## config.mk

```make
export PLATFORM = sky130hd
export DESIGN_NAME = servo_pulse_width_mapper_top
export DESIGN_NICKNAME = d
export VERILOG_FILES = /design/src/hdl/spwm_pkg.sv /design/src/hdl/servo_pulse_width_mapper_top.sv
export SDC_FILE = /design/constraint.sdc
export NUM_CORES = 2
export LEC_CHECK = 0
export ABC_AREA = 1
export BUFFER_PORTS_ARGS = -buffer_cell sky130_fd_sc_hd__buf_4
export CAP_MARGIN = 30
export CORE_MARGIN = 8
export CORE_UTILIZATION = 39
export CTS_BUF_LIST = sky130_fd_sc_hd__clkbuf_2 sky130_fd_sc_hd__clkbuf_4 sky130_fd_sc_hd__clkbuf_8
export CTS_CLUSTER_DIAMETER = 100
export CTS_CLUSTER_SIZE = 8
export DETAILED_ROUTE_END_ITERATION = 12
export GPL_TIMING_DRIVEN = 1
export PLACE_DENSITY = 0.64
export REMOVE_ABC_BUFFERS = 1
export SETUP_SLACK_MARGIN = 0.02
export SYNTH_ARGS = -nofsm -noshare
export SYNTH_HDL_FRONTEND = slang
export SYNTH_SLANG_ARGS = --single-unit
export TNS_END_PERCENT = 5
```

## constraint.sdc

```tcl
create_clock -name i_clk -period 14.3 [get_ports i_clk]
set_input_delay 2.145 -clock i_clk [delete_from_list [all_inputs] [get_ports i_clk]]
set_output_delay 2.145 -clock i_clk [all_outputs]
set_load 0.05 [all_outputs]
```

## src/hdl/spwm_pkg.sv

```systemverilog
`timescale 1ns / 1ps
package spwm_pkg;

    typedef enum logic [1:0] {
        CMD_RAW   = 2'd0,
        CMD_POS   = 2'd1,
        CMD_ANGLE = 2'd2,
        CMD_NONE  = 2'd3
    } t_cmd;

    typedef enum logic [1:0] {
        REG_LEFT   = 2'd0,
        REG_CENTER = 2'd1,
        REG_RIGHT  = 2'd2,
        REG_NONE   = 2'd3
    } t_reg_idx;

    localparam int CNT_W   = 12;
    localparam int US_W    = 15;
    localparam int CHAN_W  = 4;
    localparam int VALUE_W = 16;

    localparam logic [CNT_W-1:0] CNT_MAX = 12'd4095;

    localparam logic [CNT_W-1:0] RST_CNT_LEFT   = 12'd205;
    localparam logic [CNT_W-1:0] RST_CNT_CENTER = 12'd307;
    localparam logic [CNT_W-1:0] RST_CNT_RIGHT  = 12'd410;

    localparam logic [7:0] POS_CENTER = 8'd128;
    localparam logic [7:0] POS_RIGHT  = 8'd255;
    localparam logic [7:0] ANG_CENTER = 8'd90;
    localparam logic [7:0] ANG_RIGHT  = 8'd180;

    // ceil(2^32 / d) for d = 625, 255, 90
    localparam logic [22:0] RECIP_625 = 23'd6871948;
    localparam logic [25:0] RECIP_255 = 26'd16843010;
    localparam logic [25:0] RECIP_90  = 26'd47721859;
    localparam int          RECIP_SH  = 32;

    // half-step bias plus den * BIAS_K keeps the dividend positive
    localparam int               BIAS_K   = 8192;
    localparam logic [21:0]      OFS_255  = 22'(127 + 255 * BIAS_K);
    localparam logic [21:0]      OFS_90   = 22'(45 + 90 * BIAS_K);
    localparam logic signed [16:0] BIAS_Q = 17'(BIAS_K);

endpackage

```

## src/hdl/servo_pulse_width_mapper_top.sv

```systemverilog
`timescale 1ns / 1ps
// Servo pulse width mapper.
// Slave stream s_axis_*: one command per transaction, tuser = cmd, tdata = channel and value.
// Master stream m_axis_*: one result per command, tdata = channel and 12-bit PWM on-count.
// Command code 3 is accepted and dropped without a result.
// Config channel i_cfg_*: index 0/1/2 writes the left/center/right pulse width in us;
// the width is converted to a count in the cycle of the write. Write only while idle.
// A result passes through the input register, product register, quotient register and
// result register, in that order, after its command is accepted.
// Throughput: one command per cycle while s_axis_tready is high; the product and the
// reciprocal multiply each have a register stage of their own.
// Reset: pipeline emptied, widths return to 1000/1500/2000 us.
// Stall: when m_axis_tready is low the pipeline fills; s_axis_tready falls only once
// every stage holds a transaction, and no result is lost or repeated.
module servo_pulse_width_mapper_top
    import spwm_pkg::*;
(
    input  logic        i_clk,
    input  logic        i_rst_n,

    input  logic        s_axis_tvalid,
    output logic        s_axis_tready,
    input  logic [23:0] s_axis_tdata,   // [3:0] channel, [19:4] value, [23:20] zero
    input  logic [1:0]  s_axis_tuser,   // [1:0] cmd

    output logic        m_axis_tvalid,
    input  logic        m_axis_tready,
    output logic [15:0] m_axis_tdata,   // [3:0] out_channel, [15:4] pulse_count

    input  logic        i_cfg_valid,
    output logic        o_cfg_ready,
    input  logic [1:0]  i_cfg_index,
    input  logic [14:0] i_cfg_data
);

    function automatic logic [CNT_W-1:0] us_to_count(input logic [US_W-1:0] us);
        logic [22:0] half;
        logic [45:0] prod;
        logic [13:0] quot;
        half = {1'b0, us, 7'd0} + 23'd312;
        prod = half * RECIP_625;
        quot = prod[45:RECIP_SH];
        if (quot > {2'b00, CNT_MAX}) begin
            return CNT_MAX;
        end
        return quot[CNT_W-1:0];
    endfunction

    logic [CNT_W-1:0] r_cnt_l, r_cnt_c, r_cnt_r;

    logic               r_v1;
    t_cmd               r_cmd;
    logic [CHAN_W-1:0]  r_chan1;
    logic [VALUE_W-1:0] r_value;

    logic               r_v2;
    logic signed [21:0] r_prod;
    logic signed [13:0] r_base2;
    logic               r_den90_2;
    logic               r_direct2;
    logic [CNT_W-1:0]   r_dval2;
    logic [CHAN_W-1:0]  r_chan2;

    logic               r_v3;
    logic [15:0]        r_quot;
    logic signed [13:0] r_base3;
    logic               r_direct3;
    logic [CNT_W-1:0]   r_dval3;
    logic [CHAN_W-1:0]  r_chan3;

    logic               r_vo;
    logic [CHAN_W-1:0]  r_ochan;
    logic [CNT_W-1:0]   r_pcount;

    logic rdy_o, rdy3, rdy2, rdy1;
    t_cmd in_cmd;

    assign rdy_o = !r_vo || m_axis_tready;
    assign rdy3  = !r_v3 || rdy_o;
    assign rdy2  = !r_v2 || rdy3;
    assign rdy1  = !r_v1 || rdy2;

    assign s_axis_tready = rdy1;
    assign o_cfg_ready   = 1'b1;
    assign in_cmd        = t_cmd'(s_axis_tuser);

    always_ff @(posedge i_clk) begin
        if (!i_rst_n) begin
            r_cnt_l <= RST_CNT_LEFT;
            r_cnt_c <= RST_CNT_CENTER;
            r_cnt_r <= RST_CNT_RIGHT;
        end else if (i_cfg_valid) begin
            unique case (t_reg_idx'(i_cfg_index))
                REG_LEFT:   r_cnt_l <= us_to_count(i_cfg_data);
                REG_CENTER: r_cnt_c <= us_to_count(i_cfg_data);
                REG_RIGHT:  r_cnt_r <= us_to_count(i_cfg_data);
                default: ;
            endcase
        end
    end

    // stage 1: select the mapping and form the product
    logic                n_direct;
    logic [CNT_W-1:0]    n_dval;
    logic signed [12:0]  n_diff;
    logic signed [13:0]  n_base;
    logic [7:0]          n_k;
    logic                n_den90;
    logic signed [21:0]  n_prod;
    logic signed [12:0]  s_l, s_c, s_r;
    logic [7:0]          lo8;

    assign s_l = $signed({1'b0, r_cnt_l});
    assign s_c = $signed({1'b0, r_cnt_c});
    assign s_r = $signed({1'b0, r_cnt_r});
    assign lo8 = r_value[7:0];

    always_comb begin
        n_direct = 1'b1;
        n_dval   = r_cnt_l;
        n_diff   = '0;
        n_base   = '0;
        n_k      = lo8;
        n_den90  = 1'b0;
        case (r_cmd)
            CMD_RAW: begin
                if (r_value > {4'd0, r_cnt_r}) begin
                    n_dval = r_cnt_r;
                end else if (r_value < {4'd0, r_cnt_l}) begin
                    n_dval = r_cnt_l;
                end else begin
                    n_dval = r_value[CNT_W-1:0];
                end
            end
            CMD_POS: begin
                if (lo8 == POS_CENTER) begin
                    n_dval = r_cnt_c;
                end else if (lo8 == POS_RIGHT) begin
                    n_dval = r_cnt_r;
                end else begin
                    n_direct = 1'b0;
                    n_diff   = s_r - s_l;
                    n_base   = 14'(s_l);
                end
            end
            CMD_ANGLE: begin
                n_den90 = 1'b1;
                if (lo8 == ANG_CENTER) begin
                    n_dval = r_cnt_c;
                end else if (lo8 >= ANG_RIGHT) begin
                    n_dval = r_cnt_r;
                end else if (lo8 < ANG_CENTER) begin
                    n_direct = 1'b0;
                    n_diff   = s_c - s_l;
                    n_base   = 14'(s_l);
                end else begin
                    n_direct = 1'b0;
                    n_diff   = s_r - s_c;
                    n_base   = 14'(s_c) + 14'(s_c) - 14'(s_r);
                end
            end
            default: ;
        endcase
    end

    assign n_prod = n_diff * $signed({1'b0, n_k});

    // stage 2: bias and divide by reciprocal
    logic [22:0] n_sum;
    logic [47:0] n_qprod;

    assign n_sum   = {r_prod[21], r_prod} + {1'b0, (r_den90_2 ? OFS_90 : OFS_255)};
    assign n_qprod = n_sum[21:0] * (r_den90_2 ? RECIP_90 : RECIP_255);

    // stage 3: rebase and saturate
    logic signed [16:0] n_res;
    logic [CNT_W-1:0]   n_pcount;

    always_comb begin
        n_res = $signed({1'b0, r_quot}) - BIAS_Q + 17'(r_base3);
        if (r_direct3) begin
            n_pcount = r_dval3;
        end else if (n_res < 0) begin
            n_pcount = '0;
        end else if (n_res > $signed({5'd0, CNT_MAX})) begin
            n_pcount = CNT_MAX;
        end else begin
            n_pcount = n_res[CNT_W-1:0];
        end
    end

    always_ff @(posedge i_clk) begin
        if (!i_rst_n) begin
            r_v1 <= 1'b0;
            r_v2 <= 1'b0;
            r_v3 <= 1'b0;
            r_vo <= 1'b0;
        end else begin
            if (rdy1) r_v1 <= s_axis_tvalid && (in_cmd != CMD_NONE);
            if (rdy2) r_v2 <= r_v1;
            if (rdy3) r_v3 <= r_v2;
            if (rdy_o) r_vo <= r_v3;
        end
    end

    always_ff @(posedge i_clk) begin
        if (rdy1) begin
            r_cmd   <= in_cmd;
            r_chan1 <= s_axis_tdata[3:0];
            r_value <= s_axis_tdata[19:4];
        end
        if (rdy2) begin
            r_prod    <= n_prod;
            r_base2   <= n_base;
            r_den90_2 <= n_den90;
            r_direct2 <= n_direct;
            r_dval2   <= n_dval;
            r_chan2   <= r_chan1;
        end
        if (rdy3) begin
            r_quot    <= n_qprod[47:RECIP_SH];
            r_base3   <= r_base2;
            r_direct3 <= r_direct2;
            r_dval3   <= r_dval2;
            r_chan3   <= r_chan2;
        end
        if (rdy_o) begin
            r_ochan  <= r_chan3;
            r_pcount <= n_pcount;
        end
    end

    assign m_axis_tvalid = r_vo;
    assign m_axis_tdata  = {r_pcount, r_ochan};

    a_stall_full: assert property (@(posedge i_clk) disable iff (!i_rst_n)
        !s_axis_tready |-> (r_v1 && r_v2 && r_v3 && r_vo && !m_axis_tready))
        else $error("input stalled while pipeline has room");

    a_no_unused_cmd: assert property (@(posedge i_clk) disable iff (!i_rst_n)
        r_v1 |-> (r_cmd != CMD_NONE))
        else $error("unused command entered pipeline");

    a_out_source: assert property (@(posedge i_clk) disable iff (!i_rst_n)
        $rose(m_axis_tvalid) |-> $past(r_v3))
        else $error("result appeared without a quotient stage transaction");

endmodule
```

== Word-level counts from Yosys, hierarchy flattened ==
Index checks and enable logic that the tools add are counted.

* Register bits after elaboration: 179
* Latch bits: 0
* Memory bits (writable): 0
* ROM bits: 0
* Input bits: 48
* Output and inout bits: 19
* Memories: 0

* $add $sub $neg: 9
* Multipliers: 3
* Div/mod/pow operators: 0
* Magnitude comparators: 7
* Equal/unequal tests: 8
* Shifts and indexed selects: 0
* Muxes and demuxes: 44
* Bitwise logic cells: 0
* Reduce and logical (&&, ||, !) cells: 14

{| class="wikitable"
|+ Operator list
! kind !! count
|-
| $mux 12 || 15
|-
| $mux 13 || 5
|-
| $mul 22x26->48 || 1
|-
| $mul 23x21->44 const B || 1
|-
| $mux 14 || 3
|-
| $sub 12x12->13 || 3
|-
| $pmux 12 s3 || 1
|-
| $pmux 14 s2 || 1
|-
| $mux 26 || 1
|-
| $pmux 13 s2 || 1
|-
| $add 22x9->23 const B || 1
|-
| $add 22x22->22 || 1
|-
| $mul 13x9->22 || 1
|-
| $mux 21 || 1
|-
| $add 17x14->17 || 1
|-
| $gt 17x13->1 const B || 1
|-
| $lt 17x1->1 const B || 1
|-
| $sub 16x14->17 const B || 1
|-
| $eq 8x8->1 const B || 2
|-
| $gt 16x12->1 || 1
|-
| $lt 16x12->1 || 1
|-
| $mux 1 || 15
|-
| $gt 14x12->1 const B || 1
|-
| $sub 13x12->14 || 1
|-
| other kinds (13) || 24
|}

== Depth between registers and ports, before layout ==
* Depth after elaboration: 8
* Mapped depth: 41
* Mapped depth without buffers: 39

== Least setup slack after synthesis ==
OpenSTA, ideal clock, no wires.

* Kind: in2reg
* From: in i_cfg_data[1]
* To: reg r_cnt_l[0]
* Setup time: 0.115 ns
* Data arrival time: 8.147 ns
* Required time: 14.185 ns
* Setup slack: 6.039 ns
* Stages on the path: 36
* Cells stage by stage: ha_1 nand2_1 nor2_1 nand4_1 nor2_1 inv_1 nor2_1 inv_1 nand2_1 inv_1 ha_1 fa_1 inv_1 fa_1 fa_1 inv_1 fa_1 inv_1 fa_1 inv_1 fa_1 ha_1 nand2_1 inv_1 nand2_1 nor2_1 inv_1 nor2_1 nand3_1 nand4_1 nand2_1 inv_1 buf_2 nand3_1 nand2_1 nand2_1

* Cells in the longest elaborated chain, start to end: 8

{| class="wikitable"
|+ RTL lines
! element !! RTL line !! text
|-
| start: declaration || servo_pulse_width_mapper_top.sv:33 || <nowiki>input logic [14:0] i_cfg_data</nowiki>
|-
| $add 22x9->23 (*) || servo_pulse_width_mapper_top.sv:40 || <nowiki>half = {1'b0, us, 7'd0} + 23'd312;</nowiki>
|-
| $mul 23x21->44 (*) || servo_pulse_width_mapper_top.sv:41 || <nowiki>prod = half * RECIP_625;</nowiki>
|-
| $gt 14x12->1 || servo_pulse_width_mapper_top.sv:43 || <nowiki>if (quot > {2'b00, CNT_MAX}) begin</nowiki>
|-
| $mux 1 || servo_pulse_width_mapper_top.sv:43 ||
|-
| $mux 1 || servo_pulse_width_mapper_top.sv:93 || <nowiki>unique case (t_reg_idx'(i_cfg_index))</nowiki>
|-
| $mux 1 || servo_pulse_width_mapper_top.sv:92 || <nowiki>end else if (i_cfg_valid) begin</nowiki>
|-
| $mux 1 || servo_pulse_width_mapper_top.sv:88 || <nowiki>if (!i_rst_n) begin</nowiki>
|-
| $mux 12 (*) || servo_pulse_width_mapper_top.sv:46 || <nowiki>return quot[CNT_W-1:0];</nowiki>
|-
| end signal: assignment || servo_pulse_width_mapper_top.sv:94 || <nowiki>REG_LEFT: r_cnt_l <= us_to_count(i_cfg_data);</nowiki>
|-
| end: declaration || servo_pulse_width_mapper_top.sv:49 || <nowiki>logic [CNT_W-1:0] r_cnt_l, r_cnt_c, r_cnt_r;</nowiki>
|}

Mark *: on every way between the ends. The rest lies on a longest branch, timed or not. The select of a mux whose other input is x is not followed.
A chain may end at the register's enable or synchronous reset.

== Final worst setup path ==
* From: in i_cfg_data[1]
* To: reg r_cnt_r[7]

* Cells in the longest elaborated chain, start to end: 8

{| class="wikitable"
|+ RTL lines
! element !! RTL line !! text
|-
| $add 22x9->23 (*) || servo_pulse_width_mapper_top.sv:40 ||
|-
| $mul 23x21->44 (*) || servo_pulse_width_mapper_top.sv:41 ||
|-
| $gt 14x12->1 || servo_pulse_width_mapper_top.sv:43 ||
|-
| $mux 1 || servo_pulse_width_mapper_top.sv:43 ||
|-
| $mux 1 || servo_pulse_width_mapper_top.sv:93 ||
|-
| $mux 1 || servo_pulse_width_mapper_top.sv:92 ||
|-
| $mux 1 || servo_pulse_width_mapper_top.sv:88 ||
|-
| $mux 12 (*) || servo_pulse_width_mapper_top.sv:46 ||
|-
| end signal: assignment || servo_pulse_width_mapper_top.sv:96 || <nowiki>REG_RIGHT: r_cnt_r <= us_to_count(i_cfg_data);</nowiki>
|-
| end: declaration || servo_pulse_width_mapper_top.sv:49 ||
|}

Marked as above.

==> metrics.md <==
| Metric | Value |
|---|---|
| Die width | 317 um |
| Cell type with the largest total area after synthesis | sky130_fd_sc_hd__fa_1 |
| Fraction of the yosys area taken by sequential cells | 0.141 |
| Post-CTS resize count | 0 |
| Met1 layer wirelength in the final routing | 45.3 mm |
| Yosys warning count | 0 |
| Total global routing overflow | 0 |
| Clock network latency to the later pin of the worst-skew pair | 0.52 ns |
| Endpoint with the worst hold slack | r_chan2[2]$_DFFE_PP_ |
| Post-route ant nets | 0 |
| Global-route wire length before repair | 158 mm |
| Cell depth of the worst hold path | 0 |
| Worst reg2reg path depth | 30 |
| Highest clock rate | 106 MHz |
| Worst-case register-to-register setup slack | 5.06 ns |
| Fin. max-slew vios | 0 |
| Global routing usage summed across all routing layers | 0.199 |
| Top fanout value on the critical path | 30 |
| Mean instance size in the synthesized netlist | 7.85 sq um |
| Clock tree from TritonCTS | yes |
| 1st-pass router iterations | 6 |
| Total inserted antenna cells | 0 |
| Number of fill cells | 9246 |
| Row count | 110 |
| Finished Cell Area | 0.0375 sq mm |
| Cell count after synthesis | 4492 |
| Number of buffers created by CTS | 17 |
| Setup TNS | 0 ns |
| Setup crit start kind | primary input |
| Longest Clk Path Bufs | 2 |
| Path category of the worst min-delay check | flip-flop to flip-flop |
| Startpoint of the worst register-to-register path | r_den90_2$_DFFE_PP_ |
| Die height | 317 um |
| Setup violation total in the final timing report | 0 |
| Clock slew at reported path FFs | 0.10 ns |
| Initial standard-cell utilization of the core | 0.393 |
| Worst clock skew | 0.0303 ns |
| Post-layout net count | 5575 |
| Via-to-Cell Ratio | 5.05 |
| Synthesis-stage register bit count | 179 |
| IO buf count | 61 |
| Normalized max-slew margin | 0.275 |
| Reported max-cap violation count | 0 |
| Post-CTS Hold Buffers | 0 |
| First DRT Iteration DRCs | 2032 |
| Top cells by area, synth | sky130_fd_sc_hd__fa_1 24%, sky130_fd_sc_hd__ha_1 20%, sky130_fd_sc_hd__edfxtp_1 12% |
| Count of cell types in the netlist | 59 |
| Count of final hold-check violations | 0 |
| Post-CTS repair timing setup buffer count | 0 |
| Total routed wirelength | 99.0 mm |
| WS Path Type | primary input to flip-flop |
| IO Pins | 67 |
| Layout cell share with drive strength beyond 1 | 0.0432 |
| Uppermost metal layer occupied by signal nets | met5 |
| Endpoint arrival time on the critical path | 9.83 ns |
| Storage element area | 0.00497 sq mm |
| Worst slew pin tran | 1.09 ns |
| Die footprint | 0.100 sq mm |
| Met3 WL | 5.34 mm |
| Cell area after placement | 0.0370 sq mm |
| Period minus WS final | 9.43 ns |
| Clock tree sinks | 179 |
| Root buffer cell | sky130_fd_sc_hd__clkbuf_8 |
| Critical Path Most Common Cell | sky130_fd_sc_hd__nand2_1 |
| Area fraction of the dominant cell type after synthesis | 0.242 |
| Post-route clock period utilization | 0.659 |
| Count of vias placed by the detailed router | 28900 |
| Core box area | 0.0899 sq mm |
| Largest net degree at the start of global routing | 55 |
| Terminus of the critical flop-to-flop path | r_quot[11]$_DFFE_PP_ |
| Async SR Flop Fraction | 0 |
| Critical path data required time | 14.71 ns |
| Layout Area Growth over Synthesis | 6.17% |
| Via count of the first global-routing pass | 29100 |
| Most used flip-flop cell after synthesis | sky130_fd_sc_hd__edfxtp_1 |
| Routability Congestion | 0.968 |
| Routed WL per cell | 17.3 um |
| Netlist area before placement | 0.0353 sq mm |
| Remaining DRCs | 0 |
| Max stage delay cell, worst path | sky130_fd_sc_hd__nand2_1 |
| Setup repair after global routing missed its margin | no |
| WL met2 | 46.0 mm |
| DP HPWL | 85.2 mm |
| Delay of the slowest cell on the worst path | 0.78 ns |
| Footprint of the multi-input gates | 0.0258 sq mm |
| Result of the run | finished clean |
| Startpoint of the most critical hold path | r_chan1[2]$_DFFE_PP_ |
| Number of enable flip-flop cells after synthesis | 139 |
| Worst setup EP type | flip-flop |
| Htree depth | 4 |
| Antenna violations before repair | 2 |
[cell type report]
class,instances,area share
repair buffers,73,0.0162
inverters,1113,0.112
well taps,1176,0.0393
multi-input cells,3144,0.690
clock inverters,13,0.00357
flip-flops and latches,179,0.133
clock buffers,19,0.00681
[synth_stat cells (2+ instances only)]
master and n:
sky130_fd_sc_hd__o21a_1 6, sky130_fd_sc_hd__nor2_1 357, sky130_fd_sc_hd__nand3_1 200, sky130_fd_sc_hd__o211ai_1 18
sky130_fd_sc_hd__buf_4 8, sky130_fd_sc_hd__a21o_1 12, sky130_fd_sc_hd__o21ai_1 17, sky130_fd_sc_hd__a221oi_1 3
sky130_fd_sc_hd__nand3b_1 8, sky130_fd_sc_hd__edfxtp_1 139, sky130_fd_sc_hd__o221ai_1 2, sky130_fd_sc_hd__or2_2 24
sky130_fd_sc_hd__nand2_2 16, sky130_fd_sc_hd__nand2_1 799, sky130_fd_sc_hd__inv_1 1092, sky130_fd_sc_hd__a21oi_1 244
sky130_fd_sc_hd__buf_1 4, sky130_fd_sc_hd__clkbuf_1 37, sky130_fd_sc_hd__conb_1 2, sky130_fd_sc_hd__a211oi_1 3
sky130_fd_sc_hd__nor2_4 3, sky130_fd_sc_hd__xor2_1 55, sky130_fd_sc_hd__o22ai_1 2, sky130_fd_sc_hd__dfxtp_1 40
sky130_fd_sc_hd__o21bai_1 26, sky130_fd_sc_hd__nand4_1 59, sky130_fd_sc_hd__a21boi_0 2, sky130_fd_sc_hd__xnor2_1 25
sky130_fd_sc_hd__nor3_1 45, sky130_fd_sc_hd__fa_1 426, sky130_fd_sc_hd__o211ai_2 2, sky130_fd_sc_hd__nand3_2 4
sky130_fd_sc_hd__buf_6 5, sky130_fd_sc_hd__o2111ai_1 3, sky130_fd_sc_hd__buf_2 10, sky130_fd_sc_hd__o31ai_1 3
sky130_fd_sc_hd__inv_2 20, sky130_fd_sc_hd__nor2_2 4, sky130_fd_sc_hd__o21ai_2 4, sky130_fd_sc_hd__and3_1 2
sky130_fd_sc_hd__o21ai_0 143, sky130_fd_sc_hd__ha_1 573, sky130_fd_sc_hd__a31oi_1 29
[worst max-delay path by stage]
| stage | start | to | slack [ns] |
|---|---|---|---|
| after detailed placement | i_cfg_data[1] | r_cnt_r[1]$_SDFFE_PN1P_ | 4.42 |
| after floorplan | i_cfg_data[1] | r_cnt_r[1]$_SDFFE_PN1P_ | 5.68 |
| final | i_cfg_data[1] | r_cnt_r[7]$_SDFFE_PN1P_ | 4.87 |
| after CTS | i_cfg_data[1] | r_cnt_r[1]$_SDFFE_PN1P_ | 4.97 |
| after global routing | i_cfg_data[1] | r_cnt_r[4]$_SDFFE_PN1P_ | 4.34 |
| after global placement | i_cfg_data[1] | r_cnt_l[3]$_SDFFE_PN1P_ | 4.50 |
[critical path: cells and delay by family]
kind	cells	cell delay [ns]
adders and majority gates	9	3.71
and+or+nand+nor	17	3.08
buffers and inverters	5	0.60
xor gates and xnor gates	1	0.25
[logic make-up (layout without fill, tap and decap cells)]
kind of cell / count (synthesis) / count (layout) / synth area share
AO/OA/AOI/OAI: 526 / 526 / 0.0837
XOR/XNOR: 80 / 80 / 0.0199
adder cells (fa/ha/maj): 999 / 999 / 0.445
buffers and inverters: 1177 / 1218 / 0.128
flip-flops: 179 / 179 / 0.141
other: 2 / 10 / 0.000213
AND/OR/NAND/NOR: 1529 / 1529 / 0.183
[flip-flops by register name (all words and copies together) (netlist names), 2 cells and up]
name,flops
r_cnt_c,12
r_ochan,4
r_prod,22
r_value,16
r_dval2,12
r_cmd,2
r_chan2,4
r_cnt_r,12
r_chan3,4
r_quot,16
r_chan1,4
r_base3,14
r_pcount,12
r_dval3,12
r_base2,14
r_cnt_l,12
[placed cells by master, fill, tap and decap left out, drive strengths merged, types with 2 or more instances in the layout]
| cell | count |
|---|---|
| a211oi | 3 |
| a21boi | 2 |
| a21o | 12 |
| a21oi | 245 |
| a221oi | 3 |
| a31oi | 29 |
| and3 | 2 |
| buf | 73 |
| clkbuf | 19 |
| clkinv | 7 |
| conb | 10 |
| dfxtp | 40 |
| edfxtp | 139 |
| fa | 426 |
| ha | 573 |
| inv | 1118 |
| nand2 | 816 |
| nand3 | 205 |
| nand3b | 8 |
| nand4 | 60 |
| nor2 | 364 |
| nor3 | 47 |
| o2111ai | 3 |
| o211ai | 21 |
| o21a | 6 |
| o21ai | 164 |
| o21bai | 27 |
| o221ai | 2 |
| o22ai | 3 |
| o31ai | 3 |
| or2 | 24 |
| xnor2 | 25 |
| xor2 | 55 |
[stage by stage]
stage          std cells   util  hold WS [ns]  worst slack, ns
4_1_cts             5716  0.416         0.423             4.97
5_1_grt             5717  0.417         0.425             4.34
3_3_place_gp        5681  0.411         0.401             4.50
6_report            5717  0.417         0.421             4.87
3_5_place_dp        5684  0.412         0.405             4.42
2_1_floorplan       4436      -         0.400             5.68
[routing by layer]
layer	vias to the layer above	global-route usage
met2	830	0.337
li1	14200	-
met3	132	0.0227
met5	-	0
met1	13700	0.272
met4	2	0.0473
Power is left out: the tool's default activity adds up to more than one toggle a clock period on the data nets, which glitch-free logic cannot reach.
